<file path="src/rtl/s256_pkg.sv">
// ----------------------------------------------------------------------------
// s256_pkg
// Shared constants, round tables and helper functions for the SHA-256 hasher.
// ----------------------------------------------------------------------------
package s256_pkg;

  localparam int unsigned WordBits   = 32;
  localparam int unsigned NumWords   = 8;
  localparam int unsigned BlockBits  = 512;
  localparam int unsigned NumRounds  = 64;
  localparam logic [7:0]  PadMark    = 8'h80;
  localparam logic [5:0]  LengthPos  = 6'd56;
  localparam logic [5:0]  LastByte   = 6'd63;
  localparam logic [5:0]  LastRound  = 6'd63;

  // Control requests from the sequencer to the round unit.
  typedef struct packed {
    logic       shift_en;
    logic [7:0] shift_byte;
    logic       start;
    logic       step;
  } s256_ctl_t;

  typedef logic [WordBits-1:0] s256_word_t;

  // Rotate right by a constant amount.
  function automatic s256_word_t ror32(input s256_word_t x, input int unsigned n);
    ror32 = (x >> n) | (x << (WordBits - n));
  endfunction

  // Round constants of the compression function.
  function automatic s256_word_t round_k(input logic [5:0] idx);
    unique case (idx)
      6'd0:  round_k = 32'h428a2f98;  6'd1:  round_k = 32'h71374491;
      6'd2:  round_k = 32'hb5c0fbcf;  6'd3:  round_k = 32'he9b5dba5;
      6'd4:  round_k = 32'h3956c25b;  6'd5:  round_k = 32'h59f111f1;
      6'd6:  round_k = 32'h923f82a4;  6'd7:  round_k = 32'hab1c5ed5;
      6'd8:  round_k = 32'hd807aa98;  6'd9:  round_k = 32'h12835b01;
      6'd10: round_k = 32'h243185be;  6'd11: round_k = 32'h550c7dc3;
      6'd12: round_k = 32'h72be5d74;  6'd13: round_k = 32'h80deb1fe;
      6'd14: round_k = 32'h9bdc06a7;  6'd15: round_k = 32'hc19bf174;
      6'd16: round_k = 32'he49b69c1;  6'd17: round_k = 32'hefbe4786;
      6'd18: round_k = 32'h0fc19dc6;  6'd19: round_k = 32'h240ca1cc;
      6'd20: round_k = 32'h2de92c6f;  6'd21: round_k = 32'h4a7484aa;
      6'd22: round_k = 32'h5cb0a9dc;  6'd23: round_k = 32'h76f988da;
      6'd24: round_k = 32'h983e5152;  6'd25: round_k = 32'ha831c66d;
      6'd26: round_k = 32'hb00327c8;  6'd27: round_k = 32'hbf597fc7;
      6'd28: round_k = 32'hc6e00bf3;  6'd29: round_k = 32'hd5a79147;
      6'd30: round_k = 32'h06ca6351;  6'd31: round_k = 32'h14292967;
      6'd32: round_k = 32'h27b70a85;  6'd33: round_k = 32'h2e1b2138;
      6'd34: round_k = 32'h4d2c6dfc;  6'd35: round_k = 32'h53380d13;
      6'd36: round_k = 32'h650a7354;  6'd37: round_k = 32'h766a0abb;
      6'd38: round_k = 32'h81c2c92e;  6'd39: round_k = 32'h92722c85;
      6'd40: round_k = 32'ha2bfe8a1;  6'd41: round_k = 32'ha81a664b;
      6'd42: round_k = 32'hc24b8b70;  6'd43: round_k = 32'hc76c51a3;
      6'd44: round_k = 32'hd192e819;  6'd45: round_k = 32'hd6990624;
      6'd46: round_k = 32'hf40e3585;  6'd47: round_k = 32'h106aa070;
      6'd48: round_k = 32'h19a4c116;  6'd49: round_k = 32'h1e376c08;
      6'd50: round_k = 32'h2748774c;  6'd51: round_k = 32'h34b0bcb5;
      6'd52: round_k = 32'h391c0cb3;  6'd53: round_k = 32'h4ed8aa4a;
      6'd54: round_k = 32'h5b9cca4f;  6'd55: round_k = 32'h682e6ff3;
      6'd56: round_k = 32'h748f82ee;  6'd57: round_k = 32'h78a5636f;
      6'd58: round_k = 32'h84c87814;  6'd59: round_k = 32'h8cc70208;
      6'd60: round_k = 32'h90befffa;  6'd61: round_k = 32'ha4506ceb;
      6'd62: round_k = 32'hbef9a3f7;  6'd63: round_k = 32'hc67178f2;
      default: round_k = 32'h00000000;
    endcase
  endfunction

  // Initial hash value, word by word.
  function automatic s256_word_t init_h(input logic [2:0] idx);
    unique case (idx)
      3'd0: init_h = 32'h6a09e667;
      3'd1: init_h = 32'hbb67ae85;
      3'd2: init_h = 32'h3c6ef372;
      3'd3: init_h = 32'ha54ff53a;
      3'd4: init_h = 32'h510e527f;
      3'd5: init_h = 32'h9b05688c;
      3'd6: init_h = 32'h1f83d9ab;
      3'd7: init_h = 32'h5be0cd19;
      default: init_h = 32'h00000000;
    endcase
  endfunction

endpackage

</file>
<file path="src/rtl/s256_if.sv">
// ----------------------------------------------------------------------------
// s256_if
// Valid/ready channel interfaces for message bytes and digest words.
// ----------------------------------------------------------------------------

// Message channel: one optional byte and an end mark per request.
interface s256_msg_if;
  logic       valid;
  logic       ready;
  logic [7:0] data_byte;
  logic       has_byte;
  logic       end_of_message;

  modport source (output valid, output data_byte, output has_byte,
                  output end_of_message, input ready);
  modport sink   (input valid, input data_byte, input has_byte,
                  input end_of_message, output ready);
endinterface

// Digest channel: one 32-bit digest word per request.
interface s256_dig_if;
  logic        valid;
  logic        ready;
  logic [31:0] digest_word;
  logic [2:0]  word_index;
  logic        last_word;

  modport source (output valid, output digest_word, output word_index,
                  output last_word, input ready);
  modport sink   (input valid, input digest_word, input word_index,
                  input last_word, output ready);
endinterface

</file>
<file path="src/rtl/s256_core.sv">
// ----------------------------------------------------------------------------
// s256_core
// Block register, message schedule and one-round-per-cycle compression unit.
// ----------------------------------------------------------------------------
module s256_core (
  input  logic                 clk,
  input  logic                 rst,
  input  s256_pkg::s256_ctl_t  ctl,
  input  s256_pkg::s256_word_t hash [s256_pkg::NumWords],
  output s256_pkg::s256_word_t work [s256_pkg::NumWords],
  output logic                 round_last
);

  logic [s256_pkg::BlockBits-1:0] window;
  s256_pkg::s256_word_t           va [s256_pkg::NumWords];
  logic [5:0]                     rnd;

  s256_pkg::s256_word_t w0, w1, w9, w14, w_new;
  s256_pkg::s256_word_t sig0, sig1, big0, big1, ch, maj, t1, t2;

  // The four schedule taps sit at fixed places in the window.
  assign w0  = window[511:480];
  assign w1  = window[479:448];
  assign w9  = window[223:192];
  assign w14 = window[63:32];

  // Next schedule word.
  always_comb begin
    sig0  = s256_pkg::ror32(w1, 7) ^ s256_pkg::ror32(w1, 18) ^ (w1 >> 3);
    sig1  = s256_pkg::ror32(w14, 17) ^ s256_pkg::ror32(w14, 19) ^ (w14 >> 10);
    w_new = w0 + sig0 + w9 + sig1;
  end

  // One compression round on the working variables.
  always_comb begin
    big1 = s256_pkg::ror32(va[4], 6) ^ s256_pkg::ror32(va[4], 11)
         ^ s256_pkg::ror32(va[4], 25);
    ch   = (va[4] & va[5]) ^ (~va[4] & va[6]);
    t1   = va[7] + big1 + ch + s256_pkg::round_k(rnd) + w0;
    big0 = s256_pkg::ror32(va[0], 2) ^ s256_pkg::ror32(va[0], 13)
         ^ s256_pkg::ror32(va[0], 22);
    maj  = (va[0] & va[1]) ^ (va[0] & va[2]) ^ (va[1] & va[2]);
    t2   = big0 + maj;
  end

  assign round_last = ctl.step && (rnd == s256_pkg::LastRound);
  assign work       = va;

  // Round counter.
  always_ff @(posedge clk) begin
    if (rst) begin
      rnd <= '0;
    end else if (ctl.start) begin
      rnd <= '0;
    end else if (ctl.step) begin
      rnd <= rnd + 6'd1;
    end
  end

  // Block bytes shift in; during rounds the window advances by one word.
  always_ff @(posedge clk) begin
    if (ctl.shift_en) begin
      window <= {window[s256_pkg::BlockBits-9:0], ctl.shift_byte};
    end else if (ctl.step) begin
      window <= {window[s256_pkg::BlockBits-33:0], w_new};
    end
  end

  // Working variables: loaded from the chaining value, then one round a cycle.
  always_ff @(posedge clk) begin
    if (ctl.start) begin
      va <= hash;
    end else if (ctl.step) begin
      va[7] <= va[6];
      va[6] <= va[5];
      va[5] <= va[4];
      va[4] <= va[3] + t1;
      va[3] <= va[2];
      va[2] <= va[1];
      va[1] <= va[0];
      va[0] <= t1 + t2;
    end
  end

endmodule

</file>
<file path="src/rtl/sha256_stream_hasher.sv">
// ----------------------------------------------------------------------------
// sha256_stream_hasher
// SHA-256 of a byte stream, with padding and digest output in hardware.
// ----------------------------------------------------------------------------
// Each request carries at most one message byte and may close the message.
// A byte is taken when its request is accepted; when it completes a 64-byte
// block the block is compressed by a single round unit and the result is then
// folded into the chaining value. Closing a message writes the marker, zero
// padding and the length one byte per cycle, spilling into a second block when
// the length does not fit, runs one or two compressions, then presents eight
// digest words, one per cycle while the sink is ready. The block does not take
// requests while it compresses, pads or emits; afterwards it restarts from the
// initial hash value, so an end mark with no byte yields the digest of the
// empty message.
// ----------------------------------------------------------------------------
module sha256_stream_hasher (
  input  logic       clk,
  input  logic       rst,
  s256_msg_if.sink   msg,
  s256_dig_if.source digest
);

  typedef enum logic [4:0] {
    ST_IDLE  = 5'b00001,
    ST_ROUND = 5'b00010,
    ST_FOLD  = 5'b00100,
    ST_PAD   = 5'b01000,
    ST_EMIT  = 5'b10000
  } state_t;

  state_t                state, state_next;
  s256_pkg::s256_ctl_t   ctl;
  s256_pkg::s256_word_t  hash [s256_pkg::NumWords];
  s256_pkg::s256_word_t  work [s256_pkg::NumWords];
  logic                  round_last;

  logic [5:0]  fill;
  logic [63:0] total;
  logic        padding;
  logic        mark_done;
  logic        final_blk;
  logic [2:0]  emit_idx;

  logic        accept;
  logic        block_full;
  logic        emit_load;
  logic [7:0]  pad_byte;
  logic [63:0] len_shifted;

  logic [31:0] out_word;
  logic [2:0]  out_index;
  logic        out_last;
  logic        out_valid;

  assign accept = msg.valid && msg.ready;
  assign msg.ready = (state == ST_IDLE);

  // Padding byte: marker first, then zeros, with the bit length at the end
  // of the final block.
  assign len_shifted = {total[60:0], 3'b000} << {fill[2:0], 3'b000};
  always_comb begin
    if (!mark_done) begin
      pad_byte = s256_pkg::PadMark;
    end else if (final_blk && (fill >= s256_pkg::LengthPos)) begin
      pad_byte = len_shifted[63:56];
    end else begin
      pad_byte = 8'h00;
    end
  end

  // Requests to the round unit.
  always_comb begin
    ctl.shift_en   = (accept && msg.has_byte) || (state == ST_PAD);
    ctl.shift_byte = (state == ST_PAD) ? pad_byte : msg.data_byte;
    block_full     = ctl.shift_en && (fill == s256_pkg::LastByte);
    ctl.start      = block_full;
    ctl.step       = (state == ST_ROUND);
  end

  assign emit_load = (state == ST_EMIT) && (!out_valid || digest.ready);

  // Sequencer.
  always_comb begin
    state_next = state;
    unique case (state)
      ST_IDLE: begin
        if (accept) begin
          if (block_full) begin
            state_next = ST_ROUND;
          end else if (msg.end_of_message) begin
            state_next = ST_PAD;
          end
        end
      end
      ST_ROUND: begin
        if (round_last) begin
          state_next = ST_FOLD;
        end
      end
      ST_FOLD: begin
        if (!padding) begin
          state_next = ST_IDLE;
        end else if (final_blk) begin
          state_next = ST_EMIT;
        end else begin
          state_next = ST_PAD;
        end
      end
      ST_PAD: begin
        if (block_full) begin
          state_next = ST_ROUND;
        end
      end
      ST_EMIT: begin
        if (emit_load && (emit_idx == 3'd7)) begin
          state_next = ST_IDLE;
        end
      end
      default: state_next = ST_IDLE;
    endcase
  end

  always_ff @(posedge clk) begin
    if (rst) begin
      state <= ST_IDLE;
    end else begin
      state <= state_next;
    end
  end

  // Fill count, byte total and padding flags.
  always_ff @(posedge clk) begin
    if (rst) begin
      fill      <= '0;
      total     <= '0;
      padding   <= 1'b0;
      mark_done <= 1'b0;
      final_blk <= 1'b0;
    end else begin
      if (ctl.shift_en) begin
        fill <= fill + 6'd1;
      end
      if (accept && msg.has_byte) begin
        total <= total + 64'd1;
      end
      if (accept && msg.end_of_message) begin
        padding <= 1'b1;
      end
      if ((state == ST_PAD) && !mark_done) begin
        mark_done <= 1'b1;
        final_blk <= (fill < s256_pkg::LengthPos);
      end
      if ((state == ST_FOLD) && padding) begin
        final_blk <= 1'b1;
      end
      if (emit_load && (emit_idx == 3'd7)) begin
        fill      <= '0;
        total     <= '0;
        padding   <= 1'b0;
        mark_done <= 1'b0;
        final_blk <= 1'b0;
      end
    end
  end

  // Chaining value: fold after each block, shift out and reload during emit.
  always_ff @(posedge clk) begin
    if (rst) begin
      for (int i = 0; i < s256_pkg::NumWords; i++) begin
        hash[i] <= s256_pkg::init_h(3'(i));
      end
    end else if (state == ST_FOLD) begin
      for (int i = 0; i < s256_pkg::NumWords; i++) begin
        hash[i] <= hash[i] + work[i];
      end
    end else if (emit_load) begin
      for (int i = 0; i < s256_pkg::NumWords - 1; i++) begin
        hash[i] <= hash[i+1];
      end
      hash[s256_pkg::NumWords-1] <= s256_pkg::init_h(emit_idx);
    end
  end

  // Emit counter.
  always_ff @(posedge clk) begin
    if (rst) begin
      emit_idx <= '0;
    end else if (emit_load) begin
      emit_idx <= emit_idx + 3'd1;
    end
  end

  // Output register.
  always_ff @(posedge clk) begin
    if (rst) begin
      out_valid <= 1'b0;
    end else if (emit_load) begin
      out_valid <= 1'b1;
    end else if (digest.ready) begin
      out_valid <= 1'b0;
    end
  end

  always_ff @(posedge clk) begin
    if (emit_load) begin
      out_word  <= hash[0];
      out_index <= emit_idx;
      out_last  <= (emit_idx == 3'd7);
    end
  end

  assign digest.valid       = out_valid;
  assign digest.digest_word = out_word;
  assign digest.word_index  = out_index;
  assign digest.last_word   = out_last;

  s256_core u_core (
    .clk        (clk),
    .rst        (rst),
    .ctl        (ctl),
    .hash       (hash),
    .work       (work),
    .round_last (round_last)
  );

endmodule

</file>
<file path="src/flat_wrapper.sv">
// flat-port wrapper written by rule: the top's interface ports become plain ports
module sha256_stream_hasher_flat 
  (clk, rst, msg_valid, msg_data_byte, msg_has_byte, msg_end_of_message, msg_ready, digest_valid, digest_digest_word, digest_word_index, digest_last_word, digest_ready);
  s256_msg_if msg_i ();
  s256_dig_if digest_i ();
  input  logic clk;
  input  logic rst;
  input wire logic [$bits(msg_i.valid)-1:0] msg_valid;
  input wire logic [$bits(msg_i.data_byte)-1:0] msg_data_byte;
  input wire logic [$bits(msg_i.has_byte)-1:0] msg_has_byte;
  input wire logic [$bits(msg_i.end_of_message)-1:0] msg_end_of_message;
  output wire logic [$bits(msg_i.ready)-1:0] msg_ready;
  output wire logic [$bits(digest_i.valid)-1:0] digest_valid;
  output wire logic [$bits(digest_i.digest_word)-1:0] digest_digest_word;
  output wire logic [$bits(digest_i.word_index)-1:0] digest_word_index;
  output wire logic [$bits(digest_i.last_word)-1:0] digest_last_word;
  input wire logic [$bits(digest_i.ready)-1:0] digest_ready;
  assign msg_i.valid = msg_valid;
  assign msg_i.data_byte = msg_data_byte;
  assign msg_i.has_byte = msg_has_byte;
  assign msg_i.end_of_message = msg_end_of_message;
  assign msg_ready = msg_i.ready;
  assign digest_valid = digest_i.valid;
  assign digest_digest_word = digest_i.digest_word;
  assign digest_word_index = digest_i.word_index;
  assign digest_last_word = digest_i.last_word;
  assign digest_i.ready = digest_ready;
  sha256_stream_hasher u_core (.clk(clk), .rst(rst), .msg(msg_i), .digest(digest_i));
endmodule
</file>
<file path="config.mk">
export PLATFORM = sky130hd
export DESIGN_NAME = sha256_stream_hasher_flat
export DESIGN_NICKNAME = d
export VERILOG_FILES = /design/src/rtl/s256_pkg.sv /design/src/rtl/s256_if.sv /design/src/rtl/s256_core.sv /design/src/rtl/sha256_stream_hasher.sv /design/src/flat_wrapper.sv
export SDC_FILE = /design/constraint.sdc
export NUM_CORES = 2
export LEC_CHECK = 0
export BUFFER_PORTS_ARGS = -buffer_cell sky130_fd_sc_hd__buf_2
export CAP_MARGIN = 20
export CORE_MARGIN = 2
export CORE_UTILIZATION = 30
export CTS_BUF_LIST = sky130_fd_sc_hd__clkbuf_8 sky130_fd_sc_hd__clkbuf_16
export DETAILED_ROUTE_END_ITERATION = 10
export HOLD_SLACK_MARGIN = 0.03
export PLACE_DENSITY = 0.5
export SYNTH_ARGS = -nofsm -noshare
export SYNTH_HDL_FRONTEND = slang
export SYNTH_SLANG_ARGS = --single-unit
</file>
<file path="constraint.sdc">
create_clock -name clk -period 15.5 [get_ports clk]
set_input_delay 3.1 -clock clk [delete_from_list [all_inputs] [get_ports clk]]
set_output_delay 3.1 -clock clk [all_outputs]
set_load 0.1 [all_outputs]
</file>
==> results.sh <==
export IMPL_status="finished clean"
export IMPL_yosys_warnings=0
export IMPL_drtIter0Drc=6080
export IMPL_fin_crit_ns=8.512
export IMPL_area_delta_synth_final_pct=10.39
export IMPL_required_ns=16.02
export IMPL_io_pins=52
export IMPL_rsz0062_at_grt="false"
export IMPL_dieArea_um2=265100
export IMPL_max_freq_ghz=0.1175
export IMPL_track_usage=0.1957
export IMPL_finalClockSkew_ns=0.03676
export IMPL_grt_max_degree=203
export IMPL_port_buffers=51
export IMPL_synth_area_um2=78310
export IMPL_end_kind="flip-flop"
export IMPL_slew_headroom=0.2097
export IMPL_fin_crit_sh=0.5492
export IMPL_crit_path_top_delay_cell="edfxtp_1"
export IMPL_synth_top_family_by_area="simple AND/OR/NAND/NOR gates"
export IMPL_synthCells=8966
export IMPL_cts_buffers=145
export IMPL_path_class="reg2reg"
export IMPL_wl_per_cell_um=21.69
export IMPL_r2r_end="u_core.u_core.work[254]"
export IMPL_synth_main_ff_cell="edfxtp_1"
export IMPL_avgViaCountPerCell=5.215
export IMPL_antenna_left=0
export IMPL_worst_slew_pin_transition_ns=1.173
export IMPL_holdBufCountCts=0
export IMPL_insertion_delay_ns=0.82
export IMPL_dr_pass1_iters=6
export IMPL_rows=187
export IMPL_setup_viol=0
export IMPL_clkTransAtPathRegs_ns=0.06
export IMPL_synth_nets=9577
export IMPL_final_cell_count_no_fill=12241
export IMPL_die_w_um=514.9
export IMPL_ff2ff_setup_slack_ns=6.99
export IMPL_avgSynthCellArea_um2=8.734
export IMPL_cp_startpoint="u_core.u_core.work[123]"
export IMPL_slew_violations=0
export IMPL_crit_path_max_incr_delay_ns=0.68
export IMPL_synth_enable_flop_cells=804
export IMPL_ys_ff_latch=1207
export IMPL_setup_worst_path_end="u_core.u_core.work[254]"
export IMPL_synth_simple_area_share=0.1860
export IMPL_finalCoreUtilization=0.3329
export IMPL_cp_data_arrival_time_ns=9.04
export IMPL_startpoint_type="flip-flop"
export IMPL_clk_path_buf_depth=3
export IMPL_synth_compound_area_frac=0.1533
export IMPL_drc=0
export IMPL_num_vias=63842
export IMPL_cts_max_level=4
export IMPL_post_cts_buffers=0
export IMPL_synth_xor_area_share=0.07029
export IMPL_totalWireLength_um=265500
export IMPL_min_delay_path_class="reg2reg"
export IMPL_place_hpwl_um=189300
export IMPL_fillCellCount=26918
export IMPL_overflow=0
export IMPL_cts_num_sinks=1207
export IMPL_post_cts_resized=0
export IMPL_r2r_start="u_core.u_core.work[123]"
export IMPL_tritoncts="done"
export IMPL_grt_pass1_vias=61362
export IMPL_hold_worst_slack_ns=0.4535
export IMPL_gp_congestion=0.9343
export IMPL_placed_cells=11970
export IMPL_yosysSeqAreaShare=0.4113
export IMPL_async_flop_share=0
export IMPL_fin_nets=9326
export IMPL_hold_viol_final=0
export IMPL_initial_utilization=0.3015
export IMPL_antenna_found_initial=4
export IMPL_synth_fa_ha_area_frac=0.1169
export IMPL_root_buffer="clkbuf_16"
export IMPL_die_h_um=514.9
export IMPL_drive_gt1_frac=0.05432
export IMPL_grt_pass1_wl_um=399300
export IMPL_fin_setup_tns_ns=0
export IMPL_drv_cap=0
export IMPL_fp_coreArea_um2=259700
export IMPL_ys_types=89
export IMPL_r2r_cells=30
export IMPL_critical_path_max_fanout=6
export IMPL_muxShareOfSynthArea=0.01395
[placed cells by master, fill, tap and decap left out, types with 55 or more instances in the layout]
| cell | netlist | final |
|---|---|---|
| o21ai_0 | 456 | 456 |
| ha_1 | 402 | 402 |
| o21a_1 | 61 | 61 |
| a31oi_1 | 64 | 64 |
| nor2_1 | 431 | 427 |
| a211oi_1 | 64 | 64 |
| fa_1 | 195 | 195 |
| dfxtp_1 | 403 | 403 |
| nor3_1 | 81 | 81 |
| buf_4 | 0 | 72 |
| nand2b_1 | 77 | 73 |
| o21bai_1 | 55 | 55 |
| nand3_1 | 110 | 110 |
| nand2_1 | 2579 | 2575 |
| inv_1 | 473 | 507 |
| a21o_1 | 178 | 177 |
| a21oi_1 | 515 | 515 |
| a311oi_1 | 64 | 64 |
| xor2_1 | 251 | 249 |
| clkbuf_16 | 0 | 148 |
| xnor2_1 | 373 | 370 |
| edfxtp_1 | 804 | 804 |
[critical path, delay by kind of cell (launching register included)]
kind	cells	cell delay, ns
buffers and inverters	3	0.15
AND/OR/NAND/NOR	3	0.68
adder cells (fa/ha/maj)	6	2.62
XOR/XNOR	4	0.84
AO/OA/AOI/OAI	14	3.25
flip-flops	1	0.68
[area by class of cell]
class	instances	area (um2)	area share
antenna	2	5.005	0.00005789
clock buffer	155	3800	0.04396
clock inverter	114	978.4	0.01132
inverter	475	1790	0.02071
multi-input combinational	6757	42480	0.4914
sequential	1207	32210	0.3726
tap	3402	4257	0.04924
timing repair buffer	129	925.9	0.01071
[per-stage QoR]
step / setup slack [ns] / area (um2)
2_1_floorplan: 4.544 / 78310
3_3_place_gp: 7.225 / 81660
3_5_place_dp: 7.264 / 81660
4_1_cts: 7.194 / 86440
5_1_grt: 6.528 / 86440
6_report: 6.988 / 86450
[logic make-up (layout without fill, tap and decap cells)]
logic type	Yosys count	after routing
and+or+nand+nor	3553	3553
AOI/OAI and AO/OA	1871	1871
DFF	1207	1207
buffers and inverters	1002	873
xor gates and xnor gates	626	626
adders and majority gates	619	619
muxes	88	88
other	0	2
[flip-flops by register name (all words and copies together) (netlist names), named ones only]
signal / flops
u_core.emit_idx: 3
u_core.fill: 6
u_core.u_core.rnd: 6
u_core.digest.last_word: 1
u_core.u_core.window: 512
u_core.state: 5
u_core.final_blk: 1
u_core.digest.digest_word: 32
u_core.total: 61
u_core.digest.valid: 1
u_core.padding: 1
u_core.hash: 256
u_core.mark_done: 1
u_core.digest.word_index: 3
u_core.u_core.work: 256
[routing by layer]
layer  global-route usage  share of wire  up-vias
met3              0.02980          0.060      292
met5                    0              0        -
met2               0.2997           0.44     1887
met4              0.04744          0.022        0
met1               0.2864           0.48    31346
li1                     -              -    30317
[Yosys cell counts, drive strengths merged, types with 52 or more instances]
| cell type | n | area (um2) |
|---|---|---|
| o21ai | 457 | 2287 |
| nand2 | 2579 | 9681 |
| nor3 | 82 | 415.4 |
| ha | 402 | 5030 |
| fa | 195 | 3904 |
| a211oi | 64 | 480.5 |
| clkbuf | 481 | 1807 |
| nand2b | 77 | 481.7 |
| a21o | 180 | 1354 |
| o21a | 61 | 457.9 |
| xor2 | 251 | 2198 |
| a311oi | 64 | 560.5 |
| nand3 | 110 | 550.5 |
| xnor2 | 374 | 3283 |
| edfxtp | 804 | 24140 |
| a211o | 52 | 455.4 |
| nor2 | 431 | 1618 |
| inv | 475 | 1783 |
| o21bai | 55 | 412.9 |
| a31oi | 64 | 400.4 |
| dfxtp | 403 | 8068 |
| a21oi | 515 | 2577 |
[worst min path at each step]
stage / start / to / depth (start not counted)
after detailed placement: u_core.emit_idx[1] / u_core.digest.word_index[1] / 0
after global routing: flip-flop / u_core.hash[17] / 2
final: flip-flop / u_core.hash[23] / 2
after global placement: u_core.emit_idx[1] / u_core.digest.word_index[1] / 0
after floorplan: u_core.emit_idx[1] / u_core.digest.word_index[1] / 0
after CTS: flip-flop / u_core.hash[23] / 2
Power is left out: the tool's default activity adds up to more than one toggle a clock period on the data nets, which glitch-free logic cannot reach.
